==> config.mk <==
export PLATFORM = sky130hd
export DESIGN_NAME = dns_a_record_response_parser_top
export DESIGN_NICKNAME = d
export VERILOG_FILES = /design/src/dnsap_pkg.sv /design/src/dnsap_step.sv /design/src/dns_a_record_response_parser_top.sv
export SDC_FILE = /design/constraint.sdc
export NUM_CORES = 1
export LEC_CHECK = 0
export BUFFER_PORTS_ARGS = -buffer_cell sky130_fd_sc_hd__buf_2
export CORE_MARGIN = 8
export CORE_UTILIZATION = 50
export CTS_CLUSTER_DIAMETER = 100
export DETAILED_ROUTE_END_ITERATION = 16
export GPL_ROUTABILITY_DRIVEN = 0
export GPL_TIMING_DRIVEN = 0
export PLACE_DENSITY_LB_ADDON = 0.05
export SLEW_MARGIN = 40
export SYNTH_ARGS = -nofsm -noshare
export SYNTH_HDL_FRONTEND = slang
export SYNTH_HIERARCHICAL = 1
export SYNTH_SLANG_ARGS = --single-unit
==> constraint.sdc <==
create_clock -name clk -period 6.37 [get_ports clk]
set_input_delay 0.637 -clock clk [delete_from_list [all_inputs] [get_ports clk]]
set_output_delay 0.637 -clock clk [all_outputs]
set_load 0.02 [all_outputs]
==> src/dnsap_pkg.sv <==
// shared types and constants for the dns a-record response parser
package dnsap_pkg;

  // parse phase, one-hot
  typedef enum logic [11:0] {
    PH_HDR    = 12'b0000_0000_0001,
    PH_QNAME  = 12'b0000_0000_0010,
    PH_QPTR   = 12'b0000_0000_0100,
    PH_QTYPE  = 12'b0000_0000_1000,
    PH_QCLASS = 12'b0000_0001_0000,
    PH_ANAME  = 12'b0000_0010_0000,
    PH_APTR   = 12'b0000_0100_0000,
    PH_ATYPE  = 12'b0000_1000_0000,
    PH_ACLASS = 12'b0001_0000_0000,
    PH_TTL    = 12'b0010_0000_0000,
    PH_RDLEN  = 12'b0100_0000_0000,
    PH_RDATA  = 12'b1000_0000_0000
  } phase_t;

  // result kinds
  localparam logic [2:0] KIND_ADDRESS     = 3'd0;
  localparam logic [2:0] KIND_NO_ANSWERS  = 3'd1;
  localparam logic [2:0] KIND_QTYPE_BAD   = 3'd2;
  localparam logic [2:0] KIND_QCLASS_BAD  = 3'd3;
  localparam logic [2:0] KIND_TYPE_BAD    = 3'd4;
  localparam logic [2:0] KIND_CLASS_BAD   = 3'd5;
  localparam logic [2:0] KIND_RDLEN_BAD   = 3'd6;
  localparam logic [2:0] KIND_TRUNCATED   = 3'd7;

  // header and field constants
  localparam logic [3:0]  HDR_BYTES      = 4'd12;
  localparam logic [3:0]  HDR_RCODE_POS  = 4'd3;
  localparam logic [3:0]  HDR_QD_HI      = 4'd4;
  localparam logic [3:0]  HDR_QD_LO      = 4'd5;
  localparam logic [3:0]  HDR_AN_HI      = 4'd6;
  localparam logic [3:0]  HDR_AN_LO      = 4'd7;
  localparam logic [3:0]  PAIR_BYTES     = 4'd2;
  localparam logic [3:0]  QUAD_BYTES     = 4'd4;
  localparam logic [15:0] TYPE_A         = 16'd1;
  localparam logic [15:0] CLASS_IN       = 16'd1;
  localparam logic [15:0] RDLEN_IPV4     = 16'd4;
  localparam logic [1:0]  PTR_MARK       = 2'b11;

  typedef struct packed {
    phase_t      phase;
    logic [3:0]  field_byte_count;
    logic [7:0]  label_bytes_left;
    logic [15:0] question_count;
    logic [15:0] answers_left;
    logic [15:0] answer_index;
    logic [15:0] field_accumulator;
    logic [31:0] address_shift;
    logic [3:0]  rcode_hold;
    logic        packet_finished;
  } parse_state_t;

  localparam parse_state_t STATE_RESET = '{
    phase:             PH_HDR,
    field_byte_count:  4'd0,
    label_bytes_left:  8'd0,
    question_count:    16'd0,
    answers_left:      16'd0,
    answer_index:      16'd0,
    field_accumulator: 16'd0,
    address_shift:     32'd0,
    rcode_hold:        4'd0,
    packet_finished:   1'b0
  };

  typedef struct packed {
    logic        emit;
    logic [2:0]  kind;
    logic [31:0] addr;
    logic [15:0] num;
    logic [3:0]  rcode;
    logic        fin;
  } parse_result_t;

endpackage

==> src/dnsap_step.sv <==
// next-state and result logic for one byte of the dns response
module dnsap_step import dnsap_pkg::*; (
  input  parse_state_t  cur,
  input  logic [7:0]    packet_byte,
  input  logic          end_of_packet,
  output parse_state_t  nxt,
  output parse_result_t res
);

  parse_state_t upd;
  logic [3:0]   cnt_inc;
  logic [15:0]  acc_shift;
  logic         pair_done;
  logic [31:0]  addr_shift;

  always_comb begin
    upd        = cur;
    res        = '0;
    res.kind   = KIND_ADDRESS;
    cnt_inc    = cur.field_byte_count + 4'd1;
    acc_shift  = {cur.field_accumulator[7:0], packet_byte};
    pair_done  = (cnt_inc >= PAIR_BYTES);
    addr_shift = {cur.address_shift[23:0], packet_byte};

    if (!cur.packet_finished) begin
      case (cur.phase)
        PH_HDR: begin
          if (cur.field_byte_count == HDR_RCODE_POS) begin
            upd.rcode_hold = packet_byte[3:0];
          end else if (cur.field_byte_count inside {HDR_QD_HI, HDR_QD_LO}) begin
            upd.question_count = {cur.question_count[7:0], packet_byte};
          end else if (cur.field_byte_count inside {HDR_AN_HI, HDR_AN_LO}) begin
            upd.answers_left = {cur.answers_left[7:0], packet_byte};
          end
          upd.field_byte_count = cnt_inc;
          if (cnt_inc >= HDR_BYTES) begin
            upd.field_byte_count = 4'd0;
            if (upd.question_count != 16'd0) begin
              upd.phase = PH_QNAME;
            end else if (upd.answers_left != 16'd0) begin
              upd.phase = PH_ANAME;
            end else begin
              res.emit = 1'b1;
              res.kind = KIND_NO_ANSWERS;
              res.fin  = 1'b1;
            end
          end
        end
        PH_QNAME, PH_ANAME: begin
          if (cur.label_bytes_left != 8'd0) begin
            upd.label_bytes_left = cur.label_bytes_left - 8'd1;
          end else if (packet_byte == 8'd0) begin
            upd.phase = (cur.phase == PH_QNAME) ? PH_QTYPE : PH_ATYPE;
          end else if (packet_byte[7:6] == PTR_MARK) begin
            upd.phase = (cur.phase == PH_QNAME) ? PH_QPTR : PH_APTR;
          end else begin
            upd.label_bytes_left = packet_byte;
          end
        end
        PH_QPTR: upd.phase = PH_QTYPE;
        PH_APTR: upd.phase = PH_ATYPE;
        PH_QTYPE, PH_QCLASS, PH_ATYPE, PH_ACLASS, PH_RDLEN: begin
          upd.field_accumulator = acc_shift;
          upd.field_byte_count  = cnt_inc;
          if (pair_done) begin
            upd.field_byte_count  = 4'd0;
            upd.field_accumulator = 16'd0;
            case (cur.phase)
              PH_QTYPE: begin
                if (acc_shift != TYPE_A) begin
                  res.emit = 1'b1; res.kind = KIND_QTYPE_BAD; res.fin = 1'b1;
                end else begin
                  upd.phase = PH_QCLASS;
                end
              end
              PH_QCLASS: begin
                if (acc_shift != CLASS_IN) begin
                  res.emit = 1'b1; res.kind = KIND_QCLASS_BAD; res.fin = 1'b1;
                end else if (cur.answers_left == 16'd0) begin
                  res.emit = 1'b1; res.kind = KIND_NO_ANSWERS; res.fin = 1'b1;
                end else begin
                  upd.phase = PH_ANAME;
                end
              end
              PH_ATYPE: begin
                if (acc_shift != TYPE_A) begin
                  res.emit = 1'b1; res.kind = KIND_TYPE_BAD; res.fin = 1'b1;
                  res.num  = cur.answer_index;
                end else begin
                  upd.phase = PH_ACLASS;
                end
              end
              PH_ACLASS: begin
                if (acc_shift != CLASS_IN) begin
                  res.emit = 1'b1; res.kind = KIND_CLASS_BAD; res.fin = 1'b1;
                  res.num  = cur.answer_index;
                end else begin
                  upd.phase = PH_TTL;
                end
              end
              default: begin
                if (acc_shift != RDLEN_IPV4) begin
                  res.emit = 1'b1; res.kind = KIND_RDLEN_BAD; res.fin = 1'b1;
                  res.num  = cur.answer_index;
                end else begin
                  upd.phase = PH_RDATA;
                end
              end
            endcase
          end
        end
        PH_TTL: begin
          upd.field_byte_count = cnt_inc;
          if (cnt_inc >= QUAD_BYTES) begin
            upd.field_byte_count = 4'd0;
            upd.phase            = PH_RDLEN;
          end
        end
        PH_RDATA: begin
          upd.address_shift    = addr_shift;
          upd.field_byte_count = cnt_inc;
          if (cnt_inc >= QUAD_BYTES) begin
            upd.field_byte_count = 4'd0;
            res.emit             = 1'b1;
            res.kind             = KIND_ADDRESS;
            res.addr             = addr_shift;
            res.num              = cur.answer_index;
            res.fin              = (cur.answers_left <= 16'd1);
            upd.address_shift    = 32'd0;
            upd.answers_left     = cur.answers_left - 16'd1;
            upd.answer_index     = cur.answer_index + 16'd1;
            upd.phase            = PH_ANAME;
          end
        end
        default: upd.phase = PH_HDR;
      endcase
      if (res.fin) begin
        upd.packet_finished = 1'b1;
      end
    end

    // premature end replaces whatever this byte produced
    if (end_of_packet && !upd.packet_finished) begin
      res.emit = 1'b1;
      res.kind = KIND_TRUNCATED;
      res.addr = 32'd0;
      res.num  = upd.answer_index;
      res.fin  = 1'b1;
    end
    res.rcode = upd.rcode_hold;

    nxt = end_of_packet ? STATE_RESET : upd;
  end

endmodule

==> src/dns_a_record_response_parser_top.sv <==
// top level of the dns a-record response parser
//
// input channel: one message byte per word (packet_byte) with end_of_packet
//   on the last byte, taken when byte_valid and byte_ready are both high
// output channel: one result word (result_kind, ipv4_address, answer_number,
//   response_code, final_result), taken when result_valid and result_ready
//   are both high
// each byte is parsed in the cycle it is accepted; its result, if any, sits in
//   the result register from the next cycle
// throughput is one byte per cycle: byte_ready stays high while the result
//   register is empty or being taken in the same cycle
// a stalled receiver holds the result register; byte_ready then drops until
//   the word is taken, and the parser state waits with it
// bytes after a final result are swallowed up to end_of_packet; every
//   end_of_packet byte returns the parser to the header phase
// reset (synchronous, active high) returns the parser to the header phase and
//   empties the result register
module dns_a_record_response_parser_top import dnsap_pkg::*; (
  input  logic        clk,
  input  logic        rst,
  input  logic        byte_valid,
  output logic        byte_ready,
  input  logic [7:0]  packet_byte,
  input  logic        end_of_packet,
  output logic        result_valid,
  input  logic        result_ready,
  output logic [2:0]  result_kind,
  output logic [31:0] ipv4_address,
  output logic [15:0] answer_number,
  output logic [3:0]  response_code,
  output logic        final_result
);

  parse_state_t  state;
  parse_state_t  state_next;
  parse_result_t step_res;
  logic          accept;

  // the output register parts the two sides; drain and refill in the same cycle
  assign byte_ready = !result_valid || result_ready;
  assign accept     = byte_valid && byte_ready;

  dnsap_step u_step (
    .cur           (state),
    .packet_byte   (packet_byte),
    .end_of_packet (end_of_packet),
    .nxt           (state_next),
    .res           (step_res)
  );

  // parser state and result valid
  always_ff @(posedge clk) begin
    if (rst) begin
      state        <= STATE_RESET;
      result_valid <= 1'b0;
    end else begin
      if (accept) begin
        state        <= state_next;
        result_valid <= step_res.emit;
      end else if (result_ready) begin
        result_valid <= 1'b0;
      end
    end
  end

  // result payload, loaded only with a new word
  always_ff @(posedge clk) begin
    if (accept && step_res.emit) begin
      result_kind   <= step_res.kind;
      ipv4_address  <= step_res.addr;
      answer_number <= step_res.num;
      response_code <= step_res.rcode;
      final_result  <= step_res.fin;
    end
  end

endmodule

==> reports/results.txt <==
DRT Pass-1 Iters: 6
Pwr dens: 189 nW/um2
Worst Hold Launch: state[120]
Outcome: finished, final reports clean
Worst Tran Pin Value: 899 ps
Initial antenna violation count: 1
CTS Buffer Depth: 2
Aggregate global-route resource usage: 0.256
Met3 usage: 0.0372
Vias in the first global route: 10,265
RSZ-0062 raised after global routing: false
Final Non-Filler Cells: 1,736
HP Class: reg -> reg
Detail Placement HPWL: 24,500 um
Via-to-Cell Ratio: 6.29
Synth warn: 6
Met1 usage: 0.333
Reg-to-Reg End: result_kind[0]
Final Routed Wirelength: 35,400 um
Post_cts resized: 0
Final Skew: 15.7 ps
Final Setup Violations: 0
# rows: 54
Residual DRC count: 0
CP Max Fanout: 22
Largest net degree at the start of global routing: 23
Initial Utilization: 0.510
Routed len/inst: 20.4 um
Hold Crit Depth: 2
# diodes: 0
Die height: 165 um
GR Util met2: 0.417
Inst Count DP: 1,704
Tmin final: 4860 ps
Layout cell share with drive strength beyond 1: 0.159
Setup TNS: 0 ps
CP Class: reg -> reg
Final worst setup slack: 1510 ps
DIE AREA: 27,400 um2
Peak Freq: 206 MHz
Fin. Hold Viols: 0
# H-tree levels: 4
Maximum vdd drop: 0.168 mV
Die Wd: 165 um
CTS Sinks: 166
CP Data Required Time: 6510 ps
Pins Over Slew Limit: 0
Layout filler cell count: 2,045
Max cap viols: 0
Number of antenna-violating nets in the routed design: 0
Syn nets: 1,382
Setup repair bufs after CTS: 0
P_leak: 0.00451 uW
Mapped Cells: 1,358
CP Launch Type: flop
Area added between synthesis and finish: 11.8%
Final Util: 0.570
Tcrit/Tclk final: 0.764
Post-synthesis cell area: 11,200 um2
Root Buffer: clkbuf_16
Core area: 21,900 um2
Setup WS pre-CTS: 1540 ps
Slew HR: 0.396
Skew-Pair Late Insertion Delay: 440 ps
Design Power: 2360 uW
R2R Path Start: state[109]
CTS tree: done
First-pass GRT wire length: 55,500 um
I/O pins: 71
Final nets: 1,467
GRT Residual Overflow: 0
Reg2reg path depth: 17
Critical Path End Type: flop
GRT Max-Usage Layer: met2
Vias: 10,922
CTS Buf Count: 17
# hold bufs at CTS: 0
Syn Area/Cell: 8.22 um2
Port Buf Inserts: 64
Detailed router's first-iteration violation count: 988
Clock-pin slew on the worst setup and hold paths: 70 ps
R2r setup slk: 1510 ps
Crit path DAT: 5010 ps
Hold Path Sink: state[120]
[stage by stage]
stage	area (um2)	hold slack, ps
floorplan	11200	447
global placement	11800	462
global route	12500	503
detailed placement	11900	463
CTS	12500	475
finish	12500	476
[routing by layer]
metal | routed length (um) | share of wire | vias to the layer above
li1 | - | - | 5146
met4 | 1350 | 0.038 | 0
met2 | 16300 | 0.46 | 533
met3 | 2580 | 0.073 | 100
met5 | 0 | 0 | -
met1 | 15100 | 0.43 | 5143
[worst max-delay path, stage by stage, from the launching register on]
cell and delay, ps:
dfxtp_1 490, ha_1 200, clkbuf_1 270, nand2_1 140, o31ai_4 490, inv_2 200, or3_1 350, clkbuf_1 230
o21ai_2 150, nor2_2 70, or3_1 320, buf_6 160, clkbuf_1 240, nand2_1 180, nand2_1 130, nor2b_4 440
buf_8 260, buf_8 220
[worst max path at each step]
stage / from / to / depth (start not counted)
2_1_floorplan: state[109] / answer_number[0] / 15
3_3_place_gp: state[109] / final_result / 15
3_5_place_dp: state[109] / final_result / 17
4_1_cts: state[109] / result_kind[0] / 17
5_1_grt: state[109] / final_result / 17
6_report: state[109] / result_kind[0] / 17
[layout make-up]
class / count / area, um2 / area share
Buffer: 146 / 747 / 0.0598
Inverter: 16 / 60.1 / 0.00481
Clock buffer: 17 / 425 / 0.0341
Timing Repair Buffer: 66 / 350 / 0.0281
Clock inverter: 15 / 153 / 0.0122
Sequential cell: 166 / 3880 / 0.311
Tap cell: 280 / 350 / 0.0281
Multi-Input combinational cell: 1030 / 6510 / 0.522
[report_power, final]
part | switching, uW | internal [uW]
registers | 4.13 | 1100
clock network | 505 | 523
logic | 151 | 68.0
[flip-flops by register name (all words and copies together) (netlist names)]
register       flops
state            109
ipv4_address      32
answer_number     16
response_code      4
result_kind        3
final_result       1
result_valid       1
[placed cells by master (no fill, tap or decap), types with 5 or more instances in the layout]
cell and n:
and3_1 48, clkbuf_1 92, or2_2 7, nand2b_1 124, or3_1 14, buf_12 7, inv_1 15, nor2b_1 11
inv_8 5, o22ai_1 7, edfxtp_1 56, and2_1 5, a31oi_1 5, o21ai_2 51, buf_1 7, nor4_1 14
mux2i_1 13, nand3_1 28, o32ai_1 6, ha_1 11, o21ai_0 103, a21oi_1 88, mux2_2 6, nand4_1 6
a22oi_1 30, dfxtp_1 110, nand2_1 106, buf_2 91, nand4b_1 113, clkbuf_2 5, nor3_1 34, o31ai_1 6
a21o_1 15, a211oi_1 5, or4_1 5, nor2_1 96, clkbuf_16 17
Power figures use the tool's default switching activity.
